===== src/hdl/jsu_pkg.sv =====
// Shared types and constants for the JSON string unescape block.
// Holds the status codes and the result group passed from decoder to output queue.
// No dependencies.
`timescale 1ns / 1ps

package jsu_pkg;

  localparam int QUEUE_DEPTH = 4;
  localparam int GRP_BYTES   = 4;

  typedef enum logic [3:0] {
    ST_OK          = 4'd0,
    ST_CLOSED      = 4'd1,
    ST_NO_QUOTE    = 4'd2,
    ST_CONTROL     = 4'd3,
    ST_TRUNC_ESC   = 4'd4,
    ST_BAD_ESC     = 4'd5,
    ST_BAD_HEX     = 4'd6,
    ST_TRUNC_HEX   = 4'd7,
    ST_NO_LOW      = 4'd8,
    ST_BAD_LOW     = 4'd9,
    ST_STRAY_LOW   = 4'd10,
    ST_BAD_LEAD    = 4'd11,
    ST_TRUNC_UTF8  = 4'd12,
    ST_BAD_CONT    = 4'd13,
    ST_OVERLONG    = 4'd14,
    ST_UNTERMINATED = 4'd15
  } status_e;

  // All results caused by one source byte: up to four data bytes or one status.
  typedef struct packed {
    logic [2:0]                     count;
    logic                           is_data;
    status_e                        status;
    logic [GRP_BYTES-1:0][7:0]      data;
  } grp_t;

endpackage


===== src/hdl/jsu_decode.sv =====
// Decoder state machine: one source byte in, at most one result group out per step.
// Handles escapes, hex quads, surrogate pairs and raw UTF-8 checking.
// Depends on jsu_pkg.
`timescale 1ns / 1ps

module jsu_decode
  import jsu_pkg::*;
(
  input  logic       clk_i,
  input  logic       rst_ni,
  input  logic       step_i,
  input  logic [7:0] byte_i,
  input  logic       eos_i,
  output grp_t       grp_o
);

  localparam logic [7:0] CH_QUOTE  = 8'h22;
  localparam logic [7:0] CH_BSLASH = 8'h5c;
  localparam logic [7:0] CH_SLASH  = 8'h2f;
  localparam logic [7:0] CH_B      = 8'h62;
  localparam logic [7:0] CH_F      = 8'h66;
  localparam logic [7:0] CH_N      = 8'h6e;
  localparam logic [7:0] CH_R      = 8'h72;
  localparam logic [7:0] CH_T      = 8'h74;
  localparam logic [7:0] CH_U      = 8'h75;

  typedef enum logic [3:0] {
    PH_IDLE,
    PH_BODY,
    PH_ESC,
    PH_HEX1,
    PH_SBS,
    PH_SU,
    PH_HEX2,
    PH_UTF8,
    PH_DONE
  } phase_e;

  phase_e      phase_q, phase_d;
  logic [15:0] acc_q, acc_d;
  logic [1:0]  cnt_q, cnt_d;
  logic        hbad_q, hbad_d;
  logic [9:0]  hsur_q, hsur_d;
  logic [7:0]  buf_q [3];
  logic [7:0]  buf_d [3];
  logic [2:0]  exp_q, exp_d;
  logic [2:0]  rcv_q, rcv_d;
  logic        cbad_q, cbad_d;
  logic        rbad_q, rbad_d;

  logic        hex_ok;
  logic [3:0]  hex_dig;
  logic [15:0] hex_v;
  logic        hex_bad_all;
  logic        hex_last;
  logic [20:0] cp;
  grp_t        enc_grp;
  logic [2:0]  n_utf;
  logic        cb;
  logic        rb;
  grp_t        grp;

  function automatic grp_t status_grp(status_e code);
    grp_t g;
    g         = '0;
    g.count   = 3'd1;
    g.is_data = 1'b0;
    g.status  = code;
    return g;
  endfunction

  function automatic grp_t encode(logic [20:0] c);
    grp_t g;
    g         = '0;
    g.is_data = 1'b1;
    g.status  = ST_OK;
    if (c <= 21'h7f) begin
      g.count   = 3'd1;
      g.data[0] = c[7:0];
    end else if (c <= 21'h7ff) begin
      g.count   = 3'd2;
      g.data[0] = {3'b110, c[10:6]};
      g.data[1] = {2'b10, c[5:0]};
    end else if (c <= 21'hffff) begin
      g.count   = 3'd3;
      g.data[0] = {4'b1110, c[15:12]};
      g.data[1] = {2'b10, c[11:6]};
      g.data[2] = {2'b10, c[5:0]};
    end else begin
      g.count   = 3'd4;
      g.data[0] = {5'b11110, c[20:18]};
      g.data[1] = {2'b10, c[17:12]};
      g.data[2] = {2'b10, c[11:6]};
      g.data[3] = {2'b10, c[5:0]};
    end
    return g;
  endfunction

  always_comb begin
    hex_ok  = 1'b1;
    hex_dig = 4'd0;
    if (byte_i >= 8'h30 && byte_i <= 8'h39) begin
      hex_dig = byte_i[3:0];
    end else if ((byte_i >= 8'h61 && byte_i <= 8'h66) ||
                 (byte_i >= 8'h41 && byte_i <= 8'h46)) begin
      hex_dig = byte_i[3:0] + 4'd9;
    end else begin
      hex_ok = 1'b0;
    end
  end

  assign hex_v       = {acc_q[11:0], hex_dig};
  assign hex_bad_all = hbad_q | ~hex_ok;
  assign hex_last    = (cnt_q == 2'd3);
  assign cp          = (phase_q == PH_HEX2) ? (21'h10000 + {1'b0, hsur_q, hex_v[9:0]})
                                            : {5'd0, hex_v};
  assign enc_grp     = encode(cp);
  assign n_utf       = rcv_q + 3'd1;
  assign cb          = cbad_q | (byte_i[7:6] != 2'b10);
  assign rb          = rbad_q | ((rcv_q == 3'd1) &&
                       ((buf_q[0] == 8'he0 && byte_i < 8'ha0) ||
                        (buf_q[0] == 8'hed && byte_i > 8'h9f) ||
                        (buf_q[0] == 8'hf0 && byte_i < 8'h90) ||
                        (buf_q[0] == 8'hf4 && byte_i > 8'h8f)));

  always_comb begin
    phase_d = phase_q;
    acc_d   = acc_q;
    cnt_d   = cnt_q;
    hbad_d  = hbad_q;
    hsur_d  = hsur_q;
    buf_d   = buf_q;
    exp_d   = exp_q;
    rcv_d   = rcv_q;
    cbad_d  = cbad_q;
    rbad_d  = rbad_q;
    grp     = '0;
    case (phase_q)
      PH_IDLE: begin
        if (eos_i || byte_i != CH_QUOTE) begin
          grp     = status_grp(ST_NO_QUOTE);
          phase_d = PH_DONE;
        end else begin
          phase_d = PH_BODY;
        end
      end
      PH_BODY: begin
        if (eos_i) begin
          grp     = status_grp(ST_UNTERMINATED);
          phase_d = PH_DONE;
        end else if (byte_i == CH_QUOTE) begin
          grp     = status_grp(ST_CLOSED);
          phase_d = PH_DONE;
        end else if (byte_i < 8'h20) begin
          grp     = status_grp(ST_CONTROL);
          phase_d = PH_DONE;
        end else if (byte_i == CH_BSLASH) begin
          phase_d = PH_ESC;
        end else if (byte_i < 8'h80) begin
          grp = encode({13'd0, byte_i});
        end else if (byte_i < 8'hc2 || byte_i > 8'hf4) begin
          grp     = status_grp(ST_BAD_LEAD);
          phase_d = PH_DONE;
        end else begin
          if (byte_i <= 8'hdf) begin
            exp_d = 3'd2;
          end else if (byte_i <= 8'hef) begin
            exp_d = 3'd3;
          end else begin
            exp_d = 3'd4;
          end
          buf_d[0] = byte_i;
          rcv_d    = 3'd1;
          cbad_d   = 1'b0;
          rbad_d   = 1'b0;
          phase_d  = PH_UTF8;
        end
      end
      PH_ESC: begin
        phase_d = PH_BODY;
        if (eos_i) begin
          grp     = status_grp(ST_TRUNC_ESC);
          phase_d = PH_DONE;
        end else begin
          case (byte_i)
            CH_QUOTE:  grp = encode({13'd0, CH_QUOTE});
            CH_BSLASH: grp = encode({13'd0, CH_BSLASH});
            CH_SLASH:  grp = encode({13'd0, CH_SLASH});
            CH_B:      grp = encode(21'h08);
            CH_F:      grp = encode(21'h0c);
            CH_N:      grp = encode(21'h0a);
            CH_R:      grp = encode(21'h0d);
            CH_T:      grp = encode(21'h09);
            CH_U: begin
              acc_d   = 16'd0;
              cnt_d   = 2'd0;
              hbad_d  = 1'b0;
              phase_d = PH_HEX1;
            end
            default: begin
              grp     = status_grp(ST_BAD_ESC);
              phase_d = PH_DONE;
            end
          endcase
        end
      end
      PH_HEX1, PH_HEX2: begin
        if (eos_i) begin
          grp     = status_grp(ST_TRUNC_HEX);
          phase_d = PH_DONE;
        end else begin
          acc_d  = hex_v;
          hbad_d = hex_bad_all;
          if (!hex_last) begin
            cnt_d = cnt_q + 2'd1;
          end else if (hex_bad_all) begin
            grp     = status_grp(ST_BAD_HEX);
            phase_d = PH_DONE;
          end else if (phase_q == PH_HEX1) begin
            if (hex_v[15:10] == 6'b110110) begin
              hsur_d  = hex_v[9:0];
              phase_d = PH_SBS;
            end else if (hex_v[15:10] == 6'b110111) begin
              grp     = status_grp(ST_STRAY_LOW);
              phase_d = PH_DONE;
            end else begin
              grp     = enc_grp;
              phase_d = PH_BODY;
            end
          end else begin
            if (hex_v[15:10] != 6'b110111) begin
              grp     = status_grp(ST_BAD_LOW);
              phase_d = PH_DONE;
            end else begin
              grp     = enc_grp;
              phase_d = PH_BODY;
            end
          end
        end
      end
      PH_SBS: begin
        if (eos_i || byte_i != CH_BSLASH) begin
          grp     = status_grp(ST_NO_LOW);
          phase_d = PH_DONE;
        end else begin
          phase_d = PH_SU;
        end
      end
      PH_SU: begin
        if (eos_i || byte_i != CH_U) begin
          grp     = status_grp(ST_NO_LOW);
          phase_d = PH_DONE;
        end else begin
          acc_d   = 16'd0;
          cnt_d   = 2'd0;
          hbad_d  = 1'b0;
          phase_d = PH_HEX2;
        end
      end
      PH_UTF8: begin
        if (eos_i) begin
          grp     = status_grp(ST_TRUNC_UTF8);
          phase_d = PH_DONE;
        end else begin
          cbad_d = cb;
          rbad_d = rb;
          if (n_utf < exp_q) begin
            buf_d[rcv_q[1:0]] = byte_i;
            rcv_d             = n_utf;
          end else if (cb) begin
            grp     = status_grp(ST_BAD_CONT);
            phase_d = PH_DONE;
          end else if (rb) begin
            grp     = status_grp(ST_OVERLONG);
            phase_d = PH_DONE;
          end else begin
            grp.count   = n_utf;
            grp.is_data = 1'b1;
            grp.status  = ST_OK;
            grp.data[0] = buf_q[0];
            grp.data[1] = (n_utf == 3'd2) ? byte_i : buf_q[1];
            grp.data[2] = (n_utf == 3'd3) ? byte_i : buf_q[2];
            grp.data[3] = byte_i;
            phase_d     = PH_BODY;
          end
        end
      end
      PH_DONE: begin
        grp = '0;
      end
      default: begin
        grp = '0;
      end
    endcase
  end

  assign grp_o = grp;

  always_ff @(posedge clk_i or negedge rst_ni) begin
    if (!rst_ni) begin
      phase_q <= PH_IDLE;
      acc_q   <= 16'd0;
      cnt_q   <= 2'd0;
      hbad_q  <= 1'b0;
      hsur_q  <= 10'd0;
      exp_q   <= 3'd0;
      rcv_q   <= 3'd0;
      cbad_q  <= 1'b0;
      rbad_q  <= 1'b0;
    end else if (step_i) begin
      phase_q <= phase_d;
      acc_q   <= acc_d;
      cnt_q   <= cnt_d;
      hbad_q  <= hbad_d;
      hsur_q  <= hsur_d;
      exp_q   <= exp_d;
      rcv_q   <= rcv_d;
      cbad_q  <= cbad_d;
      rbad_q  <= rbad_d;
    end
  end

  always_ff @(posedge clk_i) begin
    if (step_i) begin
      buf_q <= buf_d;
    end
  end

endmodule


===== src/hdl/jsu_out_queue.sv =====
// Result queue: holds whole result groups and hands them out one item at a time.
// A group leaves the queue when its final item is taken.
// Depends on jsu_pkg.
`timescale 1ns / 1ps

module jsu_out_queue
  import jsu_pkg::*;
#(
  parameter int DEPTH = QUEUE_DEPTH
) (
  input  logic       clk_i,
  input  logic       rst_ni,
  input  logic       push_i,
  input  grp_t       push_grp_i,
  output logic       full_o,
  output logic       out_valid_o,
  input  logic       out_ready_i,
  output logic [7:0] out_byte_o,
  output logic       byte_valid_o,
  output logic [3:0] status_o,
  output logic       last_o
);

  localparam int PW = (DEPTH > 1) ? $clog2(DEPTH) : 1;
  localparam int CW = $clog2(DEPTH + 1);

  grp_t          mem_q [DEPTH];
  logic [PW-1:0] wr_ptr_q, rd_ptr_q;
  logic [CW-1:0] count_q;
  logic [1:0]    idx_q;
  grp_t          head;
  logic          out_fire;
  logic          pop;
  logic          do_push;

  assign head        = mem_q[rd_ptr_q];
  assign full_o      = (count_q == CW'(DEPTH));
  assign out_valid_o = (count_q != '0);
  assign out_fire    = out_valid_o & out_ready_i;
  assign last_o      = ({1'b0, idx_q} == (head.count - 3'd1));
  assign pop         = out_fire & last_o;
  assign do_push     = push_i & ~full_o;

  assign out_byte_o   = head.is_data ? head.data[idx_q] : 8'h00;
  assign byte_valid_o = head.is_data;
  assign status_o     = head.status;

  always_ff @(posedge clk_i or negedge rst_ni) begin
    if (!rst_ni) begin
      wr_ptr_q <= '0;
      rd_ptr_q <= '0;
      count_q  <= '0;
      idx_q    <= 2'd0;
    end else begin
      if (do_push) begin
        wr_ptr_q <= (wr_ptr_q == PW'(DEPTH - 1)) ? '0 : wr_ptr_q + PW'(1);
      end
      if (pop) begin
        rd_ptr_q <= (rd_ptr_q == PW'(DEPTH - 1)) ? '0 : rd_ptr_q + PW'(1);
        idx_q    <= 2'd0;
      end else if (out_fire) begin
        idx_q <= idx_q + 2'd1;
      end
      if (do_push && !pop) begin
        count_q <= count_q + CW'(1);
      end else if (pop && !do_push) begin
        count_q <= count_q - CW'(1);
      end
    end
  end

  always_ff @(posedge clk_i) begin
    if (do_push) begin
      mem_q[wr_ptr_q] <= push_grp_i;
    end
  end

endmodule


===== src/hdl/json_string_unescape_utf8.sv =====
// Top level of the JSON string unescape block with UTF-8 checking.
// Input stage register, decoder and result queue; depends on jsu_pkg,
// jsu_decode and jsu_out_queue.
//
//   Channel  Handshake                 Payload
//   in       in_valid_i / in_ready_o   in_byte_i, end_of_source_i
//   out      out_valid_o / out_ready_i out_byte_o, byte_valid_o, status_o, last_o
//
// One source byte is accepted per cycle; it is held in the input stage register
// until the queue has room, then decoded into the queue. The rate is set by the
// result queue, which holds QUEUE_DEPTH groups of up to four items and drains one
// item per cycle while out_ready_i is high; input stalls only when it is full.
// Reset clears the decoder to wait for the opening quote and empties the queue.
// After the closing quote or an error no further results appear until reset.
`timescale 1ns / 1ps

module json_string_unescape_utf8
  import jsu_pkg::*;
#(
  parameter int QUEUE_DEPTH_P = QUEUE_DEPTH
) (
  input  logic       clk_i,
  input  logic       rst_ni,
  input  logic       in_valid_i,
  output logic       in_ready_o,
  input  logic [7:0] in_byte_i,
  input  logic       end_of_source_i,
  output logic       out_valid_o,
  input  logic       out_ready_i,
  output logic [7:0] out_byte_o,
  output logic       byte_valid_o,
  output logic [3:0] status_o,
  output logic       last_o
);

  logic       s_valid_q;
  logic [7:0] s_byte_q;
  logic       s_eos_q;
  logic       q_full;
  logic       step;
  logic       in_fire;
  grp_t       grp;

  assign step       = s_valid_q & ~q_full;
  assign in_ready_o = ~s_valid_q | ~q_full;
  assign in_fire    = in_valid_i & in_ready_o;

  always_ff @(posedge clk_i or negedge rst_ni) begin
    if (!rst_ni) begin
      s_valid_q <= 1'b0;
    end else begin
      s_valid_q <= in_fire | (s_valid_q & ~step);
    end
  end

  always_ff @(posedge clk_i) begin
    if (in_fire) begin
      s_byte_q <= in_byte_i;
      s_eos_q  <= end_of_source_i;
    end
  end

  jsu_decode u_decode (
    .clk_i  (clk_i),
    .rst_ni (rst_ni),
    .step_i (step),
    .byte_i (s_byte_q),
    .eos_i  (s_eos_q),
    .grp_o  (grp)
  );

  jsu_out_queue #(
    .DEPTH (QUEUE_DEPTH_P)
  ) u_queue (
    .clk_i        (clk_i),
    .rst_ni       (rst_ni),
    .push_i       (step && grp.count != 3'd0),
    .push_grp_i   (grp),
    .full_o       (q_full),
    .out_valid_o  (out_valid_o),
    .out_ready_i  (out_ready_i),
    .out_byte_o   (out_byte_o),
    .byte_valid_o (byte_valid_o),
    .status_o     (status_o),
    .last_o       (last_o)
  );

endmodule


===== config.mk =====
export PLATFORM = sky130hd
export DESIGN_NAME = json_string_unescape_utf8
export DESIGN_NICKNAME = d
export VERILOG_FILES = /design/src/hdl/jsu_pkg.sv /design/src/hdl/jsu_decode.sv /design/src/hdl/jsu_out_queue.sv /design/src/hdl/json_string_unescape_utf8.sv
export SDC_FILE = /design/constraint.sdc
export NUM_CORES = 1
export LEC_CHECK = 0
export ABC_AREA = 1
export BUFFER_PORTS_ARGS = -buffer_cell sky130_fd_sc_hd__buf_2
export CORE_UTILIZATION = 60
export DETAILED_ROUTE_END_ITERATION = 10
export PLACE_DENSITY = 0.77
export SLEW_MARGIN = 0
export SYNTH_ARGS = -nofsm -noshare
export SYNTH_HDL_FRONTEND = slang
export SYNTH_SLANG_ARGS = --single-unit
export TNS_END_PERCENT = 20

===== constraint.sdc =====
create_clock -name clk_i -period 14.3 [get_ports clk_i]
set_clock_uncertainty 0.05 [all_clocks]
set_input_delay 1.43 -clock clk_i [delete_from_list [all_inputs] [get_ports clk_i]]
set_output_delay 1.43 -clock clk_i [all_outputs]
set_load 0.01 [all_outputs]

==> qor.csv, run 1 <==
metric,value,unit
status,"finished, final reports clean",
clock sinks,240,
Worst Setup End Kind,primary output,
Synth area leaders,"edfxtp_1 49%, dfrtp_1 10%, nand2_1 7.3%",
Slew Limit Fails,0,
die area,20100,sq um
TritonCTS Buffers,26,
fin crit share,30.9,%
clock buffer depth,3,
worst path cell trace,inv_2 -> buf_4 -> o21ai_0 -> o22ai_1 -> nand2_1 -> a31oi_1 -> buf_2,
leakage,5.43,nW
vias,9217,
Initial Util,62.0,%
vias in the first global route,8821,
area grow syn2layout,10.6,%
largest net degree at the start of global routing,83,
worst skew pair latency,0.54,ns
H-tree depth,1,
Clock transition at path regs,0.06,ns
CTS tree,done,
Mean Syn Cell Area,9.81,sq um
Period minus WS final,4.42,ns
Setup Buffers After CTS,0,
ys flop type,edfxtp_1,
sequential fraction of the synthesis area,59.4,%
Die Ht,142,microns
Post-Route WL,30.0,mm
setup TNS,0,ns
Total Power,1.93,mW
DR DRC count,0,
Ant. Diodes,0,
first-pass GRT wire length,47.1,mm
num rows,50,
Hold Crit Class,register to register,
number of synthesized flops with an enable pin,193,
async set or reset register ratio after synthesis,19.6,%
"Hold Violations, Final",0,
DR iter-0 viols,1083,
Fin Hold WS,0.433,ns
max-cap check violation count,0,
"count leader, synth",nand2_1,
CP Class,register to primary output,
hpwl dp,19.9,mm
Avg Vias per Cell,6.14,
grt ovf,0,
slew margin rel.,40.9,%
post-layout util,68.6,%
router iterations before antenna repair,5,
initial antenna violation count,0,
Yosys top cell area share,49.3,%
I/O Pins,29,
synthesis-stage register bit count,240,
final setup vio count,0,
Critical Path Max Stage Delay,0.64,ns
Unique masters post-synth,55,
"area leader, netlist",edfxtp_1,
Top delay family on crit path,compound AO/OA/AOI/OAI gates,
largest fanout on the critical path,81,
post-route ant nets,0,
critical path required time,12.82,ns
placed cell area,12100,sq um
Worst Tran Pin Value,0.887,ns
CP max-delay cell,o22ai_1,
layout cells sized above 1,10.5,%
WP buf/inv,3,
core area,19000,sq um
NumNets Final,1257,
Netlist Area Pre-Place,11700,sq um
die width,142,microns
CTS Hold Buffers Added,0,
Max VDD drop,0.105,mV
RSZ-0062 raised after global routing,no,
Mapped Cells,1197,
Final GP Congestion,0.989,
pwr dens,148,nW/um^2
Total GRT Usage,30.8,%
Critical Path Source Type,register,
"Gates resized, CTS repair",0,
clk root buf,clkbuf_16,
Worst Path Arrival,2.94,ns
total number of yosys warnings,0,
# port buffers,28,
fmax,226,MHz
post-detailed-route wirelength per cell,20.0,microns
Post-synth top cells,"228 x nand2_1, 193 x edfxtp_1, 150 x nor2_1",
design area,13000,sq um
-- worst paths after layout --
kind / start / cells after the start / end / slack, ns
max in group asynchronous: rst_ni / 2 / u_queue.rd_ptr_q[0]$_DFFE_PN0P_ / 12.77
worst min-delay path: u_decode.acc_q[5]$_DFFE_PN0P_ / 2 / u_decode.hsur_q[9]$_DFFE_PN0P_ / 0.43
min in group asynchronous: rst_ni / 2 / u_decode.acc_q[0]$_DFFE_PN0P_ / 0.95
worst max register to register: u_decode.rcv_q[0]$_DFFE_PN0P_ / 22 / u_queue.count_q[2]$_DFFE_PN0P_ / 9.98
worst min register to register: u_decode.acc_q[5]$_DFFE_PN0P_ / 2 / u_decode.hsur_q[9]$_DFFE_PN0P_ / 0.43
worst max-delay path: u_queue.rd_ptr_q[0]$_DFFE_PN0P_ / 7 / out_byte_o[6] / 9.88
-- power breakdown --
group | switching (mW) | internal, mW
registers | 0.0327 | 0.763
logic | 0.307 | 0.149
clock network | 0.269 | 0.407
total | 0.609 | 1.32
-- registers in the layout, indices dropped and copies added, names as in the netlist --
name,cells
u_queue.idx_q,2
u_queue.mem_q,160
s_valid_q,1
u_queue.rd_ptr_q,2
u_decode.hbad_q,1
s_byte_q,8
u_decode.cbad_q,1
u_decode.acc_q,12
s_eos_q,1
u_decode.phase_q,4
u_decode.buf_q,24
u_decode.cnt_q,2
u_decode.hsur_q,10
u_decode.rbad_q,1
u_decode.exp_q,3
u_decode.rcv_q,3
u_queue.count_q,3
u_queue.wr_ptr_q,2
-- metal layers --
metal  vias to the layer above  routed length (microns)  track usage, %
li1                       4241                        -               -
met1                      4403                    12200            42.6
met2                       485                    14100            49.4
met3                        88                     2610            4.99
met4                         0                     1060            11.7
met5                         -                        0               0
-- kinds of logic (layout without fill, tap and decap cells) --
| kind of cell | count (synthesis) | after routing | synth area share (%) |
|---|---|---|---|
| and+or+nand+nor | 487 | 487 | 18.0 |
| AOI/OAI and AO/OA | 270 | 270 | 13.8 |
| xor gates and xnor gates | 5 | 5 | 0.373 |
| DFF | 240 | 240 | 59.4 |
| adders and majority gates | 22 | 22 | 2.41 |
| muxes | 6 | 6 | 0.522 |
| other | 1 | 4 | 0.0319 |
| buffers and inverters | 166 | 208 | 5.51 |
-- worst min-delay path, cell delays in order (launching register included) --
cell and delay, ns:
dfrtp_1 0.34, o21ai_1 0.07, inv_1 0.04
-- through the flow --
stage / cells / setup slack, ns
global placement: 1454 / 10.11
CTS: 1502 / 9.86
finish: 1502 / 9.88
global route: 1502 / 9.58
floorplan: 1200 / 9.77
detailed placement: 1454 / 10.05
-- final cells by class --
class,count,area (sq um)
sequential,240,6970
fill,1487,5960
multi-input combinational,794,4170
clock buffer,33,677
inverter,123,462
tap,260,325
timing repair buffer,37,208
clock inverter,15,181
-- placed cells by master (no fill, tap or decap), types with 21 or more instances in the layout --
| cell | instances |
|---|---|
| a21oi_1 | 32 |
| buf_2 | 28 |
| clkbuf_16 | 26 |
| dfrtp_1 | 46 |
| edfxtp_1 | 193 |
| ha_1 | 21 |
| inv_1 | 107 |
| nand2_1 | 228 |
| nand3_1 | 50 |
| nor2_1 | 146 |
| o21ai_0 | 130 |
| o221ai_1 | 21 |
| o22ai_1 | 43 |
Power figures use the tool's default switching activity.
==> run 2, diff against run 1 <==
- clock period: 14.3 -> 4.1 ns (I/O delays scaled with it)
==> qor.csv, run 2 (synthesis results as in run 1) <==
metric,value,unit,change
RSZ-0062 raised after global routing,no,,
router iterations before antenna repair,5,,unchanged
Post-Route WL,30.5,mm,+1.5%
DR iter-0 viols,913,,-16%
leakage,5.51,nW,+1.5%
met2 Use GR,51.4,%,+1.9 points
Hold Crit Class,primary input to register,,
Largest regs,"u_queue.mem_q (160), u_decode.buf_q (24), u_decode.acc_q (12)",,
Max VDD drop,0.339,mV,+220%
post-detailed-route wirelength per cell,20.0,microns,+0.31%
final setup vio count,0,,unchanged
DR DRC count,0,,unchanged
clk root buf,clkbuf_16,,
CP Class,register to register,,
most frequent cells in the layout,"228 x nand2_1, 193 x edfxtp_1, 146 x nor2_1",,
setup TNS,0,ns,unchanged
Worst Path Arrival,4.06,ns,+1.12 ns
largest net degree at the start of global routing,54,,-35%
post-route ant nets,0,,unchanged
clock sinks,240,,unchanged
Largest Register,u_queue.mem_q,,
first-pass GRT wire length,46.8,mm,-0.59%
Period minus WS final,3.70,ns,
clock buffer depth,3,,unchanged
H-tree depth,1,,unchanged
dpl ws,0.322,ns,-9.73 ns
Slew Limit Fails,0,,unchanged
vias,9188,,-0.31%
NumNets Final,1277,,+1.6%
I/O Pins,29,,unchanged
"Hold Violations, Final",0,,unchanged
vias in the first global route,8630,,-2.2%
Final GP Congestion,1.01,,+1.8%
fin crit share,90.3,%,
largest fanout on the critical path,7,,-91%
pwr dens,503,nW/um^2,+240%
Total Power,6.64,mW,+240%
met3 usage,4.99,%,unchanged
GRT busiest layer,met2,,
TritonCTS Buffers,25,,-3.8%
area grow syn2layout,12.3,%,
CTS tree,done,,
Total GRT Usage,30.8,%,about the same
max-cap check violation count,0,,unchanged
Fill cells,1403,,-5.6%
core area,19000,sq um,unchanged
Initial Util,62.0,%,unchanged
initial antenna violation count,1,,+1
Ant. Diodes,0,,unchanged
die area,20100,sq um,unchanged
Avg Vias per Cell,6.04,,-1.5%
multi-input logic area,4180,sq um,+0.30%
die width,142,microns,unchanged
Register Area,6970,sq um,unchanged
slew margin rel.,47.3,%,+6.4 points
hpwl dp,20.8,mm,+4.6%
"commonest non-fill, non-tap cell in the layout",nand2_1,,
Worst Setup End Kind,register,,
Critical Path Source Type,register,,
Clock transition at path regs,0.06,ns,about the same
fmax,270,MHz,
layout cells sized above 1,11.2,%,+0.72 points
grt ovf,0,,unchanged
critical path required time,4.46,ns,-8.36 ns
Die Ht,142,microns,unchanged
worst skew pair latency,0.54,ns,about the same
max reg flops,160,,unchanged
status,"finished, final reports clean",,
num rows,50,,unchanged
# port buffers,28,,unchanged
Worst Tran Pin Value,0.788,ns,-0.0988 ns
setup ws final,0.397,ns,-9.48 ns
grt met1 use,41.3,%,-1.3 points
==> run 2: cell types whose count changed in the layout (fill, tap and decap cells not counted), sizes merged <==
| cell | delta |
|---|---|
| bufinv | -3 |
| dlygate4sd3 | +8 |
| clkinv | -6 |
| clkbuf | +4 |
| clkinvlp | +1 |
| buf | +13 |
| inv | +1 |
==> run 2: routing by layer <==
metal | up-vias | wire (microns)
met5 | - | 13
met4 | 2 | 831
met3 | 78 | 2350
met2 | 494 | 14700
met1 | 4341 | 12600
li1 | 4273 | -
==> run 2: through the flow <==
| stage | hold slack (ns) | std cells | instance area (sq um) | utilization, % |
|---|---|---|---|---|
| 2_1_floorplan | 0.0644 | 1200 | 11800 | - |
| 3_3_place_gp | 0.415 | 1467 | 12300 | 64.8 |
| 3_5_place_dp | 0.429 | 1467 | 12300 | 64.8 |
| 4_1_cts | 0.0137 | 1520 | 13200 | 69.5 |
| 5_1_grt | 0.0209 | 1520 | 13200 | 69.6 |
| 6_report | 0.0288 | 1520 | 13200 | 69.6 |
==> run 2: area by class of cell <==
type / count / area share, %
clock inverters: 8 / 0.635
repair buffers: 58 / 3.30
well taps: 260 / 2.47
clock buffers: 37 / 5.57
multi-input cells: 794 / 31.7
flip-flops and latches: 240 / 52.8
inverters: 123 / 3.50
==> run 2: critical path, stage by stage (launching register included) <==
cell and delay, ns:
dfrtp_1 0.44, ha_1 0.26, xnor2_2 0.21, inv_1 0.09, ha_1 0.30, nand3_1 0.08
nand2_1 0.06, inv_1 0.05, nor2_2 0.17, nand2_1 0.14, nor2_4 0.16, nand2_1 0.08
nand2_2 0.15, nor2_4 0.06, nand2_4 0.08, nand2_4 0.11, inv_1 0.09, ha_1 0.13
inv_1 0.07, fa_1 0.39, a21oi_1 0.15, o21ai_0 0.11, xor2_1 0.15
==> run 2: worst paths after layout <==
path,start,endpoint,slack [ns],cells past startpoint
max,u_decode.rcv_q[0]$_DFFE_PN0P_,u_queue.count_q[2]$_DFFE_PN0P_,0.40,22
min,in_byte_i[1],s_byte_q[1]$_DFFE_PP_,0.03,1
max reg2reg,u_decode.rcv_q[0]$_DFFE_PN0P_,u_queue.count_q[2]$_DFFE_PN0P_,0.40,22
min reg2reg,u_decode.hsur_q[4]$_DFFE_PN0P_,u_decode.hsur_q[4]$_DFFE_PN0P_,0.44,2
max in group asynchronous,rst_ni,u_queue.rd_ptr_q[0]$_DFFE_PN0P_,3.05,3
min in group asynchronous,rst_ni,u_decode.hsur_q[0]$_DFFE_PN0P_,0.47,3
==> run 2: repair_timing <==
| item | in CTS | in global routing |
|---|---|---|
| hold endpoints to repair | 54 | 0 |
| setup buffers | 0 | 0 |
| hold buffers | 8 | 0 |
| setup endpoints to repair | 0 | 1 |
| resized for setup | 0 | 2 |
==> run 2: report_power, final <==
part	switching, mW	total, mW	internal [mW]
Clock	0.926	2.24	1.31
Sequential	0.0839	2.75	2.66
Combinational	1.10	1.65	0.551
Total	2.11	6.64	4.52
==> run 3, diff against run 2 <==
- BUFFER_PORTS_ARGS: -buffer_cell sky130_fd_sc_hd__buf_2 -> default
- DONT_BUFFER_PORTS: default -> 1
- PLACE_DENSITY: 0.77 -> 0.76
==> qor.csv, run 3 (synthesis results as in run 1) <==
metric,value,unit,change
Total GRT Usage,30.6,%,-0.18 points
met2 Use GR,49.6,%,-1.8 points
layout cells sized above 1,8.70,%,-2.5 points
GRT busiest layer,met2,,
fmax,263,MHz,-2.5%
die area,20100,sq um,unchanged
Hold Crit Class,primary input to register,,
Largest Register,u_queue.mem_q,,
Critical Path Source Type,register,,
Worst Path Arrival,4.15,ns,+0.09 ns
initial antenna violation count,0,,-1
vias in the first global route,8467,,-1.9%
pwr dens,502,nW/um^2,-0.29%
clock buffer depth,3,,unchanged
DR iter-0 viols,1107,,+21%
Die Ht,142,microns,unchanged
"Hold Violations, Final",0,,unchanged
RSZ-0062 raised after global routing,no,,
largest net degree at the start of global routing,67,,+24%
final setup vio count,0,,unchanged
Hold Path Depth,4,,+3
area grow syn2layout,11.1,%,
CP Class,register to register,,
setup TNS,0,ns,unchanged
hold path endpoint,u_queue.idx_q[0]$_DFFE_PN0P_,,
dpl ws,0.320,ns,-0.00171 ns
Clock transition at path regs,0.06,ns,about the same
post-route ant nets,0,,unchanged
Hold Path Origin,out_ready_i,,
"commonest non-fill, non-tap cell in the layout",nand2_1,,
final non-filler cell total,1490,,-2.0%
Worst Tran Pin Value,0.896,ns,+0.108 ns
Fill cells,1441,,+2.7%
critical path required time,4.46,ns,about the same
Critical R2R Launch,s_byte_q[0]$_DFFE_PP_,,
Worst Setup End Kind,register,,
most frequent cells in the layout,"228 x nand2_1, 193 x edfxtp_1, 146 x nor2_1",,
largest fanout on the critical path,14,,+7
r2r setup slk,0.30,ns,-0.09 ns
Avg Vias per Cell,6.18,,+2.3%
post-detailed-route wirelength per cell,20.4,microns,+1.5%
Fin Hold WS,0.203,ns,+0.174 ns
die width,142,microns,unchanged
I/O Pins,29,,unchanged
vias,9211,,+0.25%
NumNets Final,1249,,-2.2%
router iterations before antenna repair,6,,+1
met3 usage,3.75,%,-1.2 points
Final GP Congestion,0.993,,-1.5%
Max VDD drop,0.385,mV,+14%
DR DRC count,0,,unchanged
fin crit share,92.6,%,+2.3 points
num rows,50,,unchanged
FF-to-FF End,u_queue.count_q[2]$_DFFE_PN0P_,,
DP Cell Count,1435,,-2.2%
Slew Limit Fails,0,,unchanged
Largest regs,"u_queue.mem_q (160), u_decode.buf_q (24), u_decode.acc_q (12)",,
Setup Buffers After CTS,0,,unchanged
Post-Route WL,30.3,mm,-0.48%
grt met1 use,43.2,%,+1.9 points
max reg flops,160,,unchanged
Period minus WS final,3.80,ns,+0.0935 ns
grt ovf,0,,unchanged
Initial Util,62.0,%,unchanged
clock sinks,240,,unchanged
slew margin rel.,40.0,%,-7.2 points
TritonCTS Buffers,25,,unchanged
worst skew pair latency,0.54,ns,about the same
status,"finished, final reports clean",,
hpwl dp,20.3,mm,-2.6%
clk root buf,clkbuf_16,,
setup ws final,0.304,ns,-0.0935 ns
leakage,5.39,nW,-2.3%
Worst Reg-to-Reg Cells,20,,-9.1%
max-cap check violation count,0,,unchanged
# port buffers,0,,-100%
H-tree depth,1,,unchanged
CTS tree,done,,
first-pass GRT wire length,46.7,mm,-0.22%
core area,19000,sq um,unchanged
Ant. Diodes,0,,unchanged
==> run 3: cell count changes in the layout (fill, tap and decap cells not counted), sizes merged <==
cell | previous run | this run
bufinv | 1 | 3
clkbuf | 37 | 30
dlygate4sd3 | 8 | 11
clkinv | 8 | 12
clkinvlp | 1 | 0
buf | 50 | 19
==> run 3: worst max path at each step <==
stage,from,end
2_1_floorplan,u_decode.rcv_q[0]$_DFFE_PN0P_,u_queue.mem_q[3][0]$_DFFE_PP_
3_3_place_gp,u_decode.rcv_q[0]$_DFFE_PN0P_,u_queue.count_q[2]$_DFFE_PN0P_
3_5_place_dp,u_decode.rcv_q[0]$_DFFE_PN0P_,u_queue.count_q[2]$_DFFE_PN0P_
4_1_cts,u_decode.rcv_q[0]$_DFFE_PN0P_,u_queue.count_q[2]$_DFFE_PN0P_
5_1_grt,u_decode.rcv_q[0]$_DFFE_PN0P_,u_queue.count_q[2]$_DFFE_PN0P_
6_report,s_byte_q[0]$_DFFE_PP_,u_queue.count_q[2]$_DFFE_PN0P_
==> run 3: routing by layer <==
layer  share of wire, %  routed length (microns)  vias to the layer above
met5                  0                        0                        -
met4                3.0                      920                        0
met3                8.6                     2620                       77
met2                 46                    14100                      508
met1                 42                    12700                     4412
li1                   -                        -                     4214
==> run 3: through the flow <==
step           cell area, sq um  power, mW  utilization (%)
4_1_cts                   13000       6.56             68.8
2_1_floorplan             11800       3.89                -
5_1_grt                   13100       6.84             68.8
6_report                  13100       6.54             68.8
3_5_place_dp              12100       4.33             63.9
3_3_place_gp              12100       4.29             63.9
==> run 3: worst max-delay path, cell delays in order, from the launching register on <==
cell and delay (ns):
edfxtp_1 0.51, inv_1 0.26, ha_1 0.31, nand2_1 0.08
nand3_1 0.10, nand2_2 0.11, nand2_2 0.14, nand4_4 0.12
nor2_8 0.19, nand3_4 0.21, nand2_2 0.22, nor2_4 0.05
nand2_4 0.08, nand2_4 0.10, inv_1 0.09, ha_1 0.14
inv_1 0.06, fa_1 0.38, a21oi_1 0.16, o21ai_0 0.12
xor2_1 0.16
==> run 3: area by class of cell <==
class | instances | area, sq um | area share, %
flip-flops and latches | 240 | 6970 | 53.4
multi-input cells | 794 | 4180 | 32.0
clock buffers | 30 | 644 | 4.94
inverters | 123 | 462 | 3.54
well taps | 260 | 325 | 2.49
repair buffers | 30 | 323 | 2.47
clock inverters | 13 | 146 | 1.12
==> run 3: repair_timing <==
item	in CTS	in global routing
gates resized for setup	0	1
endpoints found under the setup margin	0	1
hold buffers	12	0
hold endpoints to repair	57	0
==> run 3: where the power goes <==
group	internal [mW]	leakage, nW	switching (mW)
logic	0.494	2.41	1.07
registers	2.66	2.59	0.102
clock network	1.30	0.385	0.915
total	4.46	5.39	2.09
